--- src/sv/bvsm_pkg.sv ---
// Shared types and constants for the battery voltage stability monitor.
package bvsm_pkg;

    // ADC full-scale code
    localparam logic [11:0] ADC_FULL = 12'hFFF;

    // v = (s*scale*vref + 10*5*FULL) / (10*FULL*div*mult), folded from three divides
    localparam int unsigned DEN_K_INT   = 10 * 4095;
    localparam int unsigned ROUND_K_INT = 10 * 5 * 4095;
    localparam logic [15:0] DEN_K       = 16'(DEN_K_INT);
    localparam logic [36:0] ROUND_K     = 37'(ROUND_K_INT);

    // divider geometry: quotient bits, numerator and denominator widths
    localparam int QUOT_W     = 16;
    localparam int NUM_W      = 37;
    localparam int DEN_W      = 32;
    localparam int DIV_STEPS  = QUOT_W;

    // multiplier operand widths
    localparam int MUL_A_W = 28;
    localparam int MUL_B_W = 16;
    localparam int MUL_P_W = MUL_A_W + MUL_B_W;

    // configuration register indexes
    localparam logic [2:0] CFG_SCALE  = 3'd0;
    localparam logic [2:0] CFG_DIV    = 3'd1;
    localparam logic [2:0] CFG_MULT   = 3'd2;
    localparam logic [2:0] CFG_VREF   = 3'd3;
    localparam logic [2:0] CFG_GAIN   = 3'd4;
    localparam logic [2:0] CFG_DELTA  = 3'd5;
    localparam logic [2:0] CFG_TICK   = 3'd6;
    localparam logic [2:0] CFG_THRESH = 3'd7;

    typedef struct packed {
        logic busy;
        logic done;
    } t_div_stat;

endpackage

--- src/sv/battery_voltage_stability_monitor_core.sv ---
// Battery voltage stability monitor: filter, scaling, stability tracker and sequencer.
// Input channel: i_in_valid / o_in_stall with i_adc_sample and i_now_ms. A transaction
// is taken when valid is high and stall is low; stall stays high while an item is in work.
// Output channel: o_out_valid / i_out_stall with filtered voltage, raw voltage and the
// stability flag, held in an output register until the receiver takes it.
// One shared 28x16 multiplier and one bit-serial divider do the multiplies and divides
// under a small sequencer. The divider gives one quotient bit per cycle and runs twice
// per item, and the block takes no new item until the current one has loaded its result
// into the output register. The next item can be taken while a result waits; it then
// holds its finished result until the output register frees, so a stalled receiver
// holds off the input side.
// Configuration is a plain write port (i_cfg_we, i_cfg_idx, i_cfg_data); the user writes
// it only while idle; the block does not check this. Reset restores the default register
// values, clears the filter, reference, tick time and history and leaves the block idle.
module battery_voltage_stability_monitor_core #(
    parameter int HISTORY_BITS = 10
) (
    input  logic        i_clk,
    input  logic        i_rst_n,
    input  logic        i_in_valid,
    output logic        o_in_stall,
    input  logic [11:0] i_adc_sample,
    input  logic [31:0] i_now_ms,
    output logic        o_out_valid,
    input  logic        i_out_stall,
    output logic [15:0] o_filtered_voltage,
    output logic [15:0] o_raw_voltage,
    output logic        o_is_stable,
    input  logic        i_cfg_we,
    input  logic [2:0]  i_cfg_idx,
    input  logic [15:0] i_cfg_data
);
    import bvsm_pkg::*;

    localparam int WIN_W = HISTORY_BITS + 1;
    localparam int CNT_W = $clog2(WIN_W + 1);

    localparam logic [3:0] S_IDLE  = 4'd0;
    localparam logic [3:0] S_FMUL  = 4'd1;
    localparam logic [3:0] S_FUPD  = 4'd2;
    localparam logic [3:0] S_DMUL  = 4'd3;
    localparam logic [3:0] S_FSC   = 4'd4;
    localparam logic [3:0] S_FVR   = 4'd5;
    localparam logic [3:0] S_FDIV  = 4'd6;
    localparam logic [3:0] S_FWAIT = 4'd7;
    localparam logic [3:0] S_TRK   = 4'd8;
    localparam logic [3:0] S_RVR   = 4'd9;
    localparam logic [3:0] S_RDIV  = 4'd10;
    localparam logic [3:0] S_RWAIT = 4'd11;
    localparam logic [3:0] S_DONE  = 4'd12;

    // configuration
    logic [7:0]  r_scale, r_div, r_mult;
    logic [15:0] r_vref, r_gain, r_delta, r_tick;
    logic [5:0]  r_thresh;

    // control and state
    logic [3:0]       r_state, n_state;
    logic [27:0]      r_acc, n_acc;
    logic [15:0]      r_ref;
    logic [31:0]      r_last;
    logic [WIN_W-1:0] r_hist, n_hist;
    logic [CNT_W-1:0] r_cnt, n_cnt;
    logic             r_out_vld;

    // per-item payload
    logic [11:0]  r_samp;
    logic [31:0]  r_now;
    logic [31:0]  r_den;
    logic [15:0]  r_filt_v;
    logic [15:0]  r_raw_v;
    logic         r_stable;
    logic [15:0]  r_out_filt, r_out_raw;
    logic         r_out_stab;

    // datapath
    logic [MUL_A_W-1:0] w_mul_a;
    logic [MUL_B_W-1:0] w_mul_b;
    logic [MUL_P_W-1:0] w_prod;
    logic               w_div_start;
    logic [NUM_W-1:0]   w_div_num;
    t_div_stat          w_dstat;
    logic [QUOT_W-1:0]  w_quot;

    logic [27:0]  w_target;
    logic         w_up;
    logic [27:0]  w_d;
    logic [27:0]  w_dn_step;
    logic [7:0]   w_div_eff, w_mult_eff;
    logic [15:0]  w_absdiff;
    logic         w_clr;
    logic [31:0]  w_elap;
    logic         w_tick;
    logic [WIN_W-1:0] w_h1;
    logic [CNT_W-1:0] w_cnt1;
    logic         w_in_acc;
    logic         w_out_acc;
    logic         w_load_out;

    assign w_in_acc   = i_in_valid && !o_in_stall;
    assign w_out_acc  = r_out_vld && !i_out_stall;
    assign w_load_out = (r_state == S_DONE) && (!r_out_vld || !i_out_stall);

    // filter error magnitude and direction
    assign w_target  = {r_samp, 16'b0};
    assign w_up      = w_target >= r_acc;
    assign w_d       = w_up ? (w_target - r_acc) : (r_acc - w_target);
    // downward steps round the scaled error up
    assign w_dn_step = 28'(({1'b0, w_prod} + (MUL_P_W+1)'(16'hFFFF)) >> 16);

    assign w_div_eff  = (r_div == 8'd0) ? 8'd1 : r_div;
    assign w_mult_eff = (r_mult == 8'd0) ? 8'd1 : r_mult;

    // stability tracker
    assign w_absdiff = (r_ref > r_filt_v) ? (r_ref - r_filt_v) : (r_filt_v - r_ref);
    assign w_clr     = w_absdiff > r_delta;
    assign w_elap    = r_now - r_last;
    assign w_tick    = !w_elap[31] && (w_elap >= {16'b0, r_tick});
    assign w_h1      = w_clr ? (r_hist & ~WIN_W'(1)) : r_hist;
    assign w_cnt1    = r_cnt - CNT_W'(w_clr & r_hist[0]);

    always_comb begin
        n_hist = w_h1;
        n_cnt  = w_cnt1;
        if (w_tick) begin
            n_hist = (w_h1 << 1) | WIN_W'(1);
            n_cnt  = w_cnt1 - CNT_W'(w_h1[WIN_W-1]) + CNT_W'(1);
        end
    end

    always_comb begin
        n_acc = r_acc;
        if (w_up) begin
            n_acc = r_acc + w_prod[43:16];
        end else begin
            n_acc = r_acc - w_dn_step;
        end
    end

    // multiplier operand select
    always_comb begin
        w_mul_a = '0;
        w_mul_b = '0;
        unique case (r_state)
            S_FMUL: begin
                w_mul_a = w_d;
                w_mul_b = r_gain;
            end
            S_FUPD: begin
                w_mul_a = MUL_A_W'(w_div_eff);
                w_mul_b = MUL_B_W'(w_mult_eff);
            end
            S_DMUL: begin
                w_mul_a = MUL_A_W'(w_prod[15:0]);
                w_mul_b = DEN_K;
            end
            S_FSC: begin
                w_mul_a = MUL_A_W'(r_acc[27:16]);
                w_mul_b = MUL_B_W'(r_scale);
            end
            S_TRK: begin
                w_mul_a = MUL_A_W'(r_samp);
                w_mul_b = MUL_B_W'(r_scale);
            end
            S_FVR, S_RVR: begin
                w_mul_a = w_prod[27:0];
                w_mul_b = r_vref;
            end
            default: begin
                w_mul_a = '0;
                w_mul_b = '0;
            end
        endcase
    end

    assign w_div_start = (r_state == S_FDIV) || (r_state == S_RDIV);
    assign w_div_num   = w_prod[NUM_W-1:0] + ROUND_K;

    bvsm_mul u_mul (
        .i_clk  (i_clk),
        .i_a    (w_mul_a),
        .i_b    (w_mul_b),
        .o_prod (w_prod)
    );

    bvsm_div u_div (
        .i_clk   (i_clk),
        .i_rst_n (i_rst_n),
        .i_start (w_div_start),
        .i_num   (w_div_num),
        .i_den   (r_den),
        .o_stat  (w_dstat),
        .o_quot  (w_quot)
    );

    // sequencer
    always_comb begin
        n_state = r_state;
        unique case (r_state)
            S_IDLE:  if (i_in_valid) n_state = S_FMUL;
            S_FMUL:  n_state = S_FUPD;
            S_FUPD:  n_state = S_DMUL;
            S_DMUL:  n_state = S_FSC;
            S_FSC:   n_state = S_FVR;
            S_FVR:   n_state = S_FDIV;
            S_FDIV:  n_state = S_FWAIT;
            S_FWAIT: if (w_dstat.done) n_state = S_TRK;
            S_TRK:   n_state = S_RVR;
            S_RVR:   n_state = S_RDIV;
            S_RDIV:  n_state = S_RWAIT;
            S_RWAIT: if (w_dstat.done) n_state = S_DONE;
            S_DONE:  if (w_load_out) n_state = S_IDLE;
            default: n_state = S_IDLE;
        endcase
    end

    assign o_in_stall = (r_state != S_IDLE);

    always_ff @(posedge i_clk) begin
        if (!i_rst_n) begin
            r_state   <= S_IDLE;
            r_out_vld <= 1'b0;
            r_acc     <= '0;
            r_ref     <= '0;
            r_last    <= '0;
            r_hist    <= '0;
            r_cnt     <= '0;
            r_scale   <= 8'd110;
            r_div     <= 8'd10;
            r_mult    <= 8'd1;
            r_vref    <= 16'd3300;
            r_gain    <= 16'd6554;
            r_delta   <= 16'd10;
            r_tick    <= 16'd500;
            r_thresh  <= 6'd10;
        end else begin
            r_state <= n_state;

            if (i_cfg_we) begin
                unique case (i_cfg_idx)
                    CFG_SCALE:  r_scale  <= i_cfg_data[7:0];
                    CFG_DIV:    r_div    <= i_cfg_data[7:0];
                    CFG_MULT:   r_mult   <= i_cfg_data[7:0];
                    CFG_VREF:   r_vref   <= i_cfg_data;
                    CFG_GAIN:   r_gain   <= i_cfg_data;
                    CFG_DELTA:  r_delta  <= i_cfg_data;
                    CFG_TICK:   r_tick   <= i_cfg_data;
                    CFG_THRESH: r_thresh <= i_cfg_data[5:0];
                    default:    r_thresh <= r_thresh;
                endcase
            end

            if (r_state == S_FUPD) begin
                r_acc <= n_acc;
            end

            if (r_state == S_TRK) begin
                if (w_clr) begin
                    r_ref <= r_filt_v;
                end
                if (w_tick) begin
                    r_last <= r_now;
                end
                r_hist <= n_hist;
                r_cnt  <= n_cnt;
            end

            if (w_load_out) begin
                r_out_vld <= 1'b1;
            end else if (w_out_acc) begin
                r_out_vld <= 1'b0;
            end
        end
    end

    // payload registers
    always_ff @(posedge i_clk) begin
        if (w_in_acc) begin
            r_samp <= i_adc_sample;
            r_now  <= i_now_ms;
        end
        if (r_state == S_FSC) begin
            r_den <= w_prod[DEN_W-1:0];
        end
        if (r_state == S_FWAIT && w_dstat.done) begin
            r_filt_v <= w_quot;
        end
        if (r_state == S_TRK) begin
            r_stable <= 6'(n_cnt) >= r_thresh;
        end
        if (r_state == S_RWAIT && w_dstat.done) begin
            r_raw_v <= w_quot;
        end
        if (w_load_out) begin
            r_out_filt <= r_filt_v;
            r_out_raw  <= r_raw_v;
            r_out_stab <= r_stable;
        end
    end

    assign o_out_valid        = r_out_vld;
    assign o_filtered_voltage = r_out_filt;
    assign o_raw_voltage      = r_out_raw;
    assign o_is_stable        = r_out_stab;

`ifndef SYNTHESIS
    a_cnt_matches_hist: assert property (@(posedge i_clk) disable iff (!i_rst_n)
        r_cnt == CNT_W'($countones(r_hist)))
        else $error("window count out of step with history");

    a_done_in_wait: assert property (@(posedge i_clk) disable iff (!i_rst_n)
        w_dstat.done |-> (r_state == S_FWAIT || r_state == S_RWAIT))
        else $error("divider finished outside a wait state");

    a_start_idle_div: assert property (@(posedge i_clk) disable iff (!i_rst_n)
        w_div_start |-> !w_dstat.busy && !w_dstat.done)
        else $error("divider started while in use");

    a_load_sets_valid: assert property (@(posedge i_clk) disable iff (!i_rst_n)
        w_load_out |=> o_out_valid && r_state == S_IDLE)
        else $error("result load did not present a transaction");
`endif

endmodule

--- src/sv/bvsm_mul.sv ---
// Shared 28x16 unsigned multiplier with registered product.
module bvsm_mul (
    input  logic                         i_clk,
    input  logic [bvsm_pkg::MUL_A_W-1:0] i_a,
    input  logic [bvsm_pkg::MUL_B_W-1:0] i_b,
    output logic [bvsm_pkg::MUL_P_W-1:0] o_prod
);
    import bvsm_pkg::*;

    logic [MUL_P_W-1:0] r_prod;

    always_ff @(posedge i_clk) begin
        r_prod <= MUL_P_W'(i_a) * MUL_P_W'(i_b);
    end

    assign o_prod = r_prod;

endmodule

--- src/sv/bvsm_div.sv ---
// Restoring divider, one quotient bit per cycle, saturating at 16 bits.
module bvsm_div (
    input  logic                       i_clk,
    input  logic                       i_rst_n,
    input  logic                       i_start,
    input  logic [bvsm_pkg::NUM_W-1:0] i_num,
    input  logic [bvsm_pkg::DEN_W-1:0] i_den,
    output bvsm_pkg::t_div_stat        o_stat,
    output logic [bvsm_pkg::QUOT_W-1:0] o_quot
);
    import bvsm_pkg::*;

    localparam int DSH_W = DEN_W + QUOT_W - 1;
    localparam int CMP_W = DEN_W + QUOT_W;

    logic                 r_busy;
    logic                 r_done;
    logic [3:0]           r_cnt;
    logic [NUM_W-1:0]     r_rem;
    logic [DSH_W-1:0]     r_dsh;
    logic [QUOT_W-1:0]    r_q;
    logic                 w_ge;
    logic                 w_sat;

    assign w_ge  = DSH_W'(r_rem) >= r_dsh;
    // quotient would not fit in 16 bits
    assign w_sat = CMP_W'(i_num) >= {i_den, {QUOT_W{1'b0}}};

    always_ff @(posedge i_clk) begin
        if (!i_rst_n) begin
            r_busy <= 1'b0;
            r_done <= 1'b0;
            r_cnt  <= '0;
        end else begin
            // done pulses for a saturated start or the last quotient bit
            r_done <= i_start ? w_sat : (r_busy && (r_cnt == 4'(DIV_STEPS - 1)));
            if (i_start) begin
                if (w_sat) begin
                    r_q    <= '1;
                end else begin
                    r_busy <= 1'b1;
                    r_rem  <= i_num;
                    r_dsh  <= {i_den, {(QUOT_W-1){1'b0}}};
                    r_cnt  <= '0;
                    r_q    <= '0;
                end
            end else if (r_busy) begin
                if (w_ge) begin
                    r_rem <= r_rem - r_dsh[NUM_W-1:0];
                end
                r_q   <= {r_q[QUOT_W-2:0], w_ge};
                r_dsh <= r_dsh >> 1;
                r_cnt <= r_cnt + 4'd1;
                if (r_cnt == 4'(DIV_STEPS - 1)) begin
                    r_busy <= 1'b0;
                end
            end
        end
    end

    assign o_stat.busy = r_busy;
    assign o_stat.done = r_done;
    assign o_quot      = r_q;

endmodule
--- config.mk ---
export PLATFORM = sky130hd
export DESIGN_NAME = battery_voltage_stability_monitor_core
export DESIGN_NICKNAME = d
export VERILOG_FILES = /design/src/sv/bvsm_pkg.sv /design/src/sv/battery_voltage_stability_monitor_core.sv /design/src/sv/bvsm_mul.sv /design/src/sv/bvsm_div.sv
export SDC_FILE = /design/constraint.sdc
export NUM_CORES = 2
export LEC_CHECK = 0
export ABC_CLOCK_PERIOD_IN_PS = 18550
export BUFFER_PORTS_ARGS = -buffer_cell sky130_fd_sc_hd__buf_2
export CAP_MARGIN = 30
export CORE_UTILIZATION = 50
export CTS_CLUSTER_DIAMETER = 30
export DETAILED_ROUTE_END_ITERATION = 8
export HOLD_SLACK_MARGIN = 0.15
export PLACE_DENSITY = 0.66
export SYNTH_ARGS = -nofsm -noshare
export SYNTH_HDL_FRONTEND = slang
export SYNTH_HIERARCHICAL = 1
export SYNTH_SLANG_ARGS = --single-unit
--- constraint.sdc ---
create_clock -name i_clk -period 18.55 [get_ports i_clk]
set_input_delay 3.71 -clock i_clk [delete_from_list [all_inputs] [get_ports i_clk]]
set_output_delay 3.71 -clock i_clk [all_outputs]
set_load 0.02 [all_outputs]
== Word level (Yosys, flattened, before mapping) ==
Cells that the tools add are included.
Storage, ports and cells
  output and inout bits: 35
  bits in registers: 482
  input bits: 68
  word-level logic and storage cells: 152
Operators by class
  bitwise gates (word level): 1
  multipliers: 1
  mux-type cells: 35
  add/sub/neg operators: 14
  eq/ne operators: 25
  $lt $le $gt $ge: 7
  reductions and logical operators: 38
Operators with widths (number)
  28-bit one-hot mux with 6 select lines: 1
  37-bit 2-to-1 mux: 4
  47-bit 2-to-1 mux: 3
  28-bit subtractor: 3
  16-bit one-hot mux with 5 select lines: 1
  16-bit 2-to-1 mux: 4
  28-bit 2-to-1 mux: 2
  4-bit one-hot mux with 13 select lines: 1
  37-bit by 48-bit >= comparator with 1-bit output: 1
  37-bit by 47-bit >= comparator with 1-bit output: 1
  44-bit by 16-bit adder with 44-bit output (second input constant): 1
  28-bit by 16-bit multiplier with 44-bit output: 1
  37-bit by 18-bit adder with 37-bit output (second input constant): 1
  37-bit subtractor: 1
  32-bit by 16-bit >= comparator with 1-bit output: 1
  16-bit greater-than comparator: 2
  4-bit 2-to-1 mux: 8
  16-bit subtractor: 2
  32-bit subtractor: 1
  28-bit adder: 1
  28-bit >= comparator: 1
  4-bit == test (second input constant): 6
  2-bit AND reduction: 12
  4-bit by 3-bit == test with 1-bit output (second input constant): 4
  other kinds (25): 58

== Logic depth before layout (Yosys ltp) ==
  depth in word-level cells: 9
  depth in mapped cells: 39
  gate-level depth less buffers: 37

== By module ==
Netlist, hierarchy kept.
Modules (own cells, without submodules)
  battery_voltage_stability_monitor_core: times used 1, area each 21184.1 um2, seq. area each 8067.7 um2, cells each 2446
  bvsm_mul: times used 1, area each 15159.5 um2, seq. area each 880.8 um2, cells each 1717
  bvsm_div: times used 1, area each 7026.7 um2, seq. area each 3123.0 um2, cells each 735

== Worst setup path before layout ==
OpenSTA, ideal clock, no wires.
  kind: flip-flop to flip-flop
  start point: register r_acc[1]
  end point: register u_mul.r_prod[41] (netlist: u_mul/o_prod[41])
  clock period less this slack: 8.581 ns
  buffers on the path: 3
  cell stages (with the launch flop): 34
  required time: 18.478 ns
  library setup time: 0.072 ns
  slack: 9.969 ns
  arrival: 8.509 ns
  cells stage by stage: dfxtp_1 > inv_1 > ha_1 > or3b_2 > nor3_1 > a211o_1 > a211o_1 > a21o_1 > a21o_1 > a31o_2 > buf_2 > buf_2 > o31ai_1 > xor2_1 > o21ai_0 > clkbuf_1 > nand2_1 > fa_1 > inv_1 > fa_1 > fa_1 > fa_1 > fa_1 > inv_1 > fa_1 > inv_1 > ha_1 > nand4_1 > or2_2 > o21ai_2 > a21oi_2 > or3_4 > o32ai_2 > xnor2_1
On the way
  longest elaborated chain between the ends: 4
  elaborated cells on any way between the ends: 6
  classes of those cells: add/sub (2); mul (1); order compare (1); mux (2)
RTL lines
  start, declared: RTL line battery_voltage_stability_monitor_core.sv:59  | logic [27:0] r_acc, n_acc;
  start signal, assigned: RTL line battery_voltage_stability_monitor_core.sv:254  | r_acc <= n_acc;
  28-bit subtractor or 28-bit >= comparator (tied branches): RTL line battery_voltage_stability_monitor_core.sv:107, battery_voltage_stability_monitor_core.sv:106
  28-bit 2-to-1 mux (*): RTL line battery_voltage_stability_monitor_core.sv:107  | assign w_d = w_up ? (w_target - r_acc) : (r_acc - w_target);
  28-bit one-hot mux with 6 select lines (*): RTL line battery_voltage_stability_monitor_core.sv:144  | unique case (r_state)
  net w_mul_a[8]: RTL line battery_voltage_stability_monitor_core.sv:77  | logic [MUL_A_W-1:0] w_mul_a;
  28-bit by 16-bit multiplier with 44-bit output (*): RTL line bvsm_mul.sv:13  | r_prod <= MUL_P_W'(i_a) * MUL_P_W'(i_b);
  end signal, assigned: RTL line bvsm_mul.sv:13
  end, declared: RTL line bvsm_mul.sv:10  | logic [MUL_P_W-1:0] r_prod;
Mark *: on every way through the listed nets, which the timed path passes. The rest lies on a longest branch.
A chain may end at the register's enable or synchronous reset.

== Worst setup path after layout ==
  start point: register r_acc[1]
  end point: register u_mul.r_prod[36] (netlist: u_mul/o_prod[36])
Same word-level chain as after synthesis.

==> run metrics <==
Syn Nets 5663; pre-CTS WS 8.807 ns; RSZ-0062 raised after global routing no; met3 Use GR 0.04184; CP max stage delay 0.77 ns; Max Freq 102.3 MHz; TritonCTS clock tree built; critical path start-end classification reg -> reg; Clock Skew 0.02441 ns; minimum clock period 9.780 ns; Worst-Margin Slew 1.073 ns; GR peak layer met2; GRT overflow 0; chip width 296.5 um; Crit Path Max Fanout 33; layout cell share with drive strength beyond 1 0.08573; setup slack after layout 8.770 ns; most used cell, CP fa_1; CTS clk-pin slew, worst paths 0.05 ns; setup bufs post-CTS 0; DRT Pass-1 Iters 8; Post-route DRC 0; CTS buffer count 97; final hold violation count 0; first-pass GRT wire length 186100 um; clock power share 0.418; final wirelength 116200 um; max_cap viols 0; FF/Latch Area 12070 um2; Hold WS 0.4128 ns; Hold WC Path Type reg -> reg; area of the multi-input gates 28100 um2; DIE AREA 87910 um2; Area Overhead vs Synth 12.12%; total of fill cells in the finished design 7544; max-slew violations 0; Vias/cell 5.610; clock tree buffer depth 3; clock sink count 482; Hold-fix buffers, CTS 0; syn_area_per_cell 8.855 um2; final worst-path cycle share 0.5272; Rows 107; WP data required 19.12 ns; initial antenna violation count 4; gpl congestion 0.9684; CTS Root Cell clkbuf_16; worst vdd ir 0.00007498 V; sequential power share 0.300; P per Cell Area 88.60 nW/um2; Synth Instances 4897; Lkg Pwr 20.96 nW; met1 Resource Use GR 0.3576; Setup crit end kind flip-flop; post_cts resized 0; count of placed standard cells including taps 5976; Finished Layout Cells 6162; Startpoint Class flip-flop; post-route ant nets 0; Pint 0.002838 W; vias in the first global route 34310; HPWL Detailed 86290 um; Mapped Area 43360 um2; initial detailed-routing violation count 2414; Ys Warns 6; Ports 103; largest net degree at the start of global routing 100; routing usage on met2 0.4447; H-tree depth 3; Starting Density 0.5069; Setup violations, final 0; Buffers on Ports 102; Buf/Inv on CP 4; nets 5700; Crit-path slowest cell o21ai_2; outcome finished, final reports clean; overall power 0.004308 W; sw frac 0.3412; delay-heaviest family, CP adder cells; die height 296.5 um; critical path arrival 10.35 ns; combinational power share 0.282; DR WL/cell 18.85 um; All-Layer GR Usage 0.2684; Clock Latency Late Sink 0.64 ns; Rel. slew slack 0.2789; Core Region 85550 um2; P_sw 0.001470 W; Fin Setup TNS 0 ns; via count 34570
cells in the final DEF (no fill, tap or decap), drive strengths merged, types with 10 or more instances in the layout:
| master | count |
|---|---|
| nor4 | 32 |
| dfxtp | 240 |
| a21oi | 299 |
| or2 | 10 |
| o211ai | 36 |
| o21bai | 26 |
| o21a | 34 |
| clkinv | 31 |
| bufinv | 12 |
| nand4 | 57 |
| o31ai | 19 |
| ha | 330 |
| buf | 165 |
| o21ai | 193 |
| xnor2 | 154 |
| nand3 | 111 |
| edfxtp | 242 |
| nor2b | 29 |
| fa | 368 |
| a31oi | 23 |
| and3 | 25 |
| a211oi | 22 |
| and4 | 12 |
| nand2b | 30 |
| mux2i | 80 |
| nor2 | 241 |
| clkbuf | 124 |
| mux2 | 20 |
| inv | 654 |
| and2 | 206 |
| nor3 | 47 |
| nand2 | 739 |
| a21boi | 25 |
| a222oi | 14 |
| clkinvlp | 10 |
| or3 | 26 |
| xor2 | 88 |
| a21o | 128 |
final timing paths:
| check | startpoint | end | slack (ns) | depth (start not counted) |
|---|---|---|---|---|
| setup / recovery | r_acc[1]$_SDFFE_PN0P_ | u_mul/o_prod[36]$_DFF_P_ | 8.77 | 32 |
| hold / removal | r_raw_v[5]$_DFFE_PP_ | o_raw_voltage[5]$_DFFE_PP_ | 0.41 | 0 |
| setup reg to reg | r_acc[1]$_SDFFE_PN0P_ | u_mul/o_prod[36]$_DFF_P_ | 8.77 | 32 |
| hold reg to reg | r_raw_v[5]$_DFFE_PP_ | o_raw_voltage[5]$_DFFE_PP_ | 0.41 | 0 |
worst reg2reg max path, delay by kind of cell, from the launching register on:
kind	cells	cell delay, ns
AND/OR/NAND/NOR	7	1.86
flip-flops	1	0.37
adder cells (fa/ha/maj)	8	3.70
AO/OA/AOI/OAI	11	3.19
buffers and inverters	4	0.23
XOR/XNOR	2	0.34
through the flow:
| stage | cell area, um2 | util |
|---|---|---|
| after floorplan | 43360 | - |
| after global placement | 44920 | 0.5251 |
| after detailed placement | 45120 | 0.5274 |
| after CTS | 48570 | 0.5677 |
| after global routing | 48620 | 0.5683 |
| final | 48620 | 0.5683 |
power groups by stage:
stage	sequential (W)	combinational [W]	clock, W
finish	0.00129	0.00121	0.00180
global route	0.00129	0.00135	0.00188
CTS	0.00129	0.00120	0.00183
detailed placement	0.00131	0.00119	0
global placement	0.00131	0.00117	0
floorplan	0.00122	0.000917	0
per-layer routing:
layer,vias to the layer above,share of wire,wire [um]
li1,16400,-,-
met4,2,0.031,3577
met5,-,0.00011,13
met1,16810,0.43,50470
met3,215,0.069,7996
met2,1138,0.47,54130
flip-flops by register name, summed over array words and instances (netlist names), 28 cells and up:
signal and flops:
u_div/r_dsh 47, u_mul/o_prod 44, u_div/r_rem 37, r_den 32, r_last 32, r_now 32, r_acc 28
cell type report:
type | instances | share of cell area
diodes | 2 | 0.0001029
clock buffers | 124 | 0.05649
clock inverters | 57 | 0.01444
inverters | 650 | 0.05023
multi-input cells | 3538 | 0.5779
flip-flops and latches | 482 | 0.2483
well taps | 1144 | 0.02944
repair buffers | 165 | 0.02311
No activity file was read; power rests on OpenSTA's default activity.
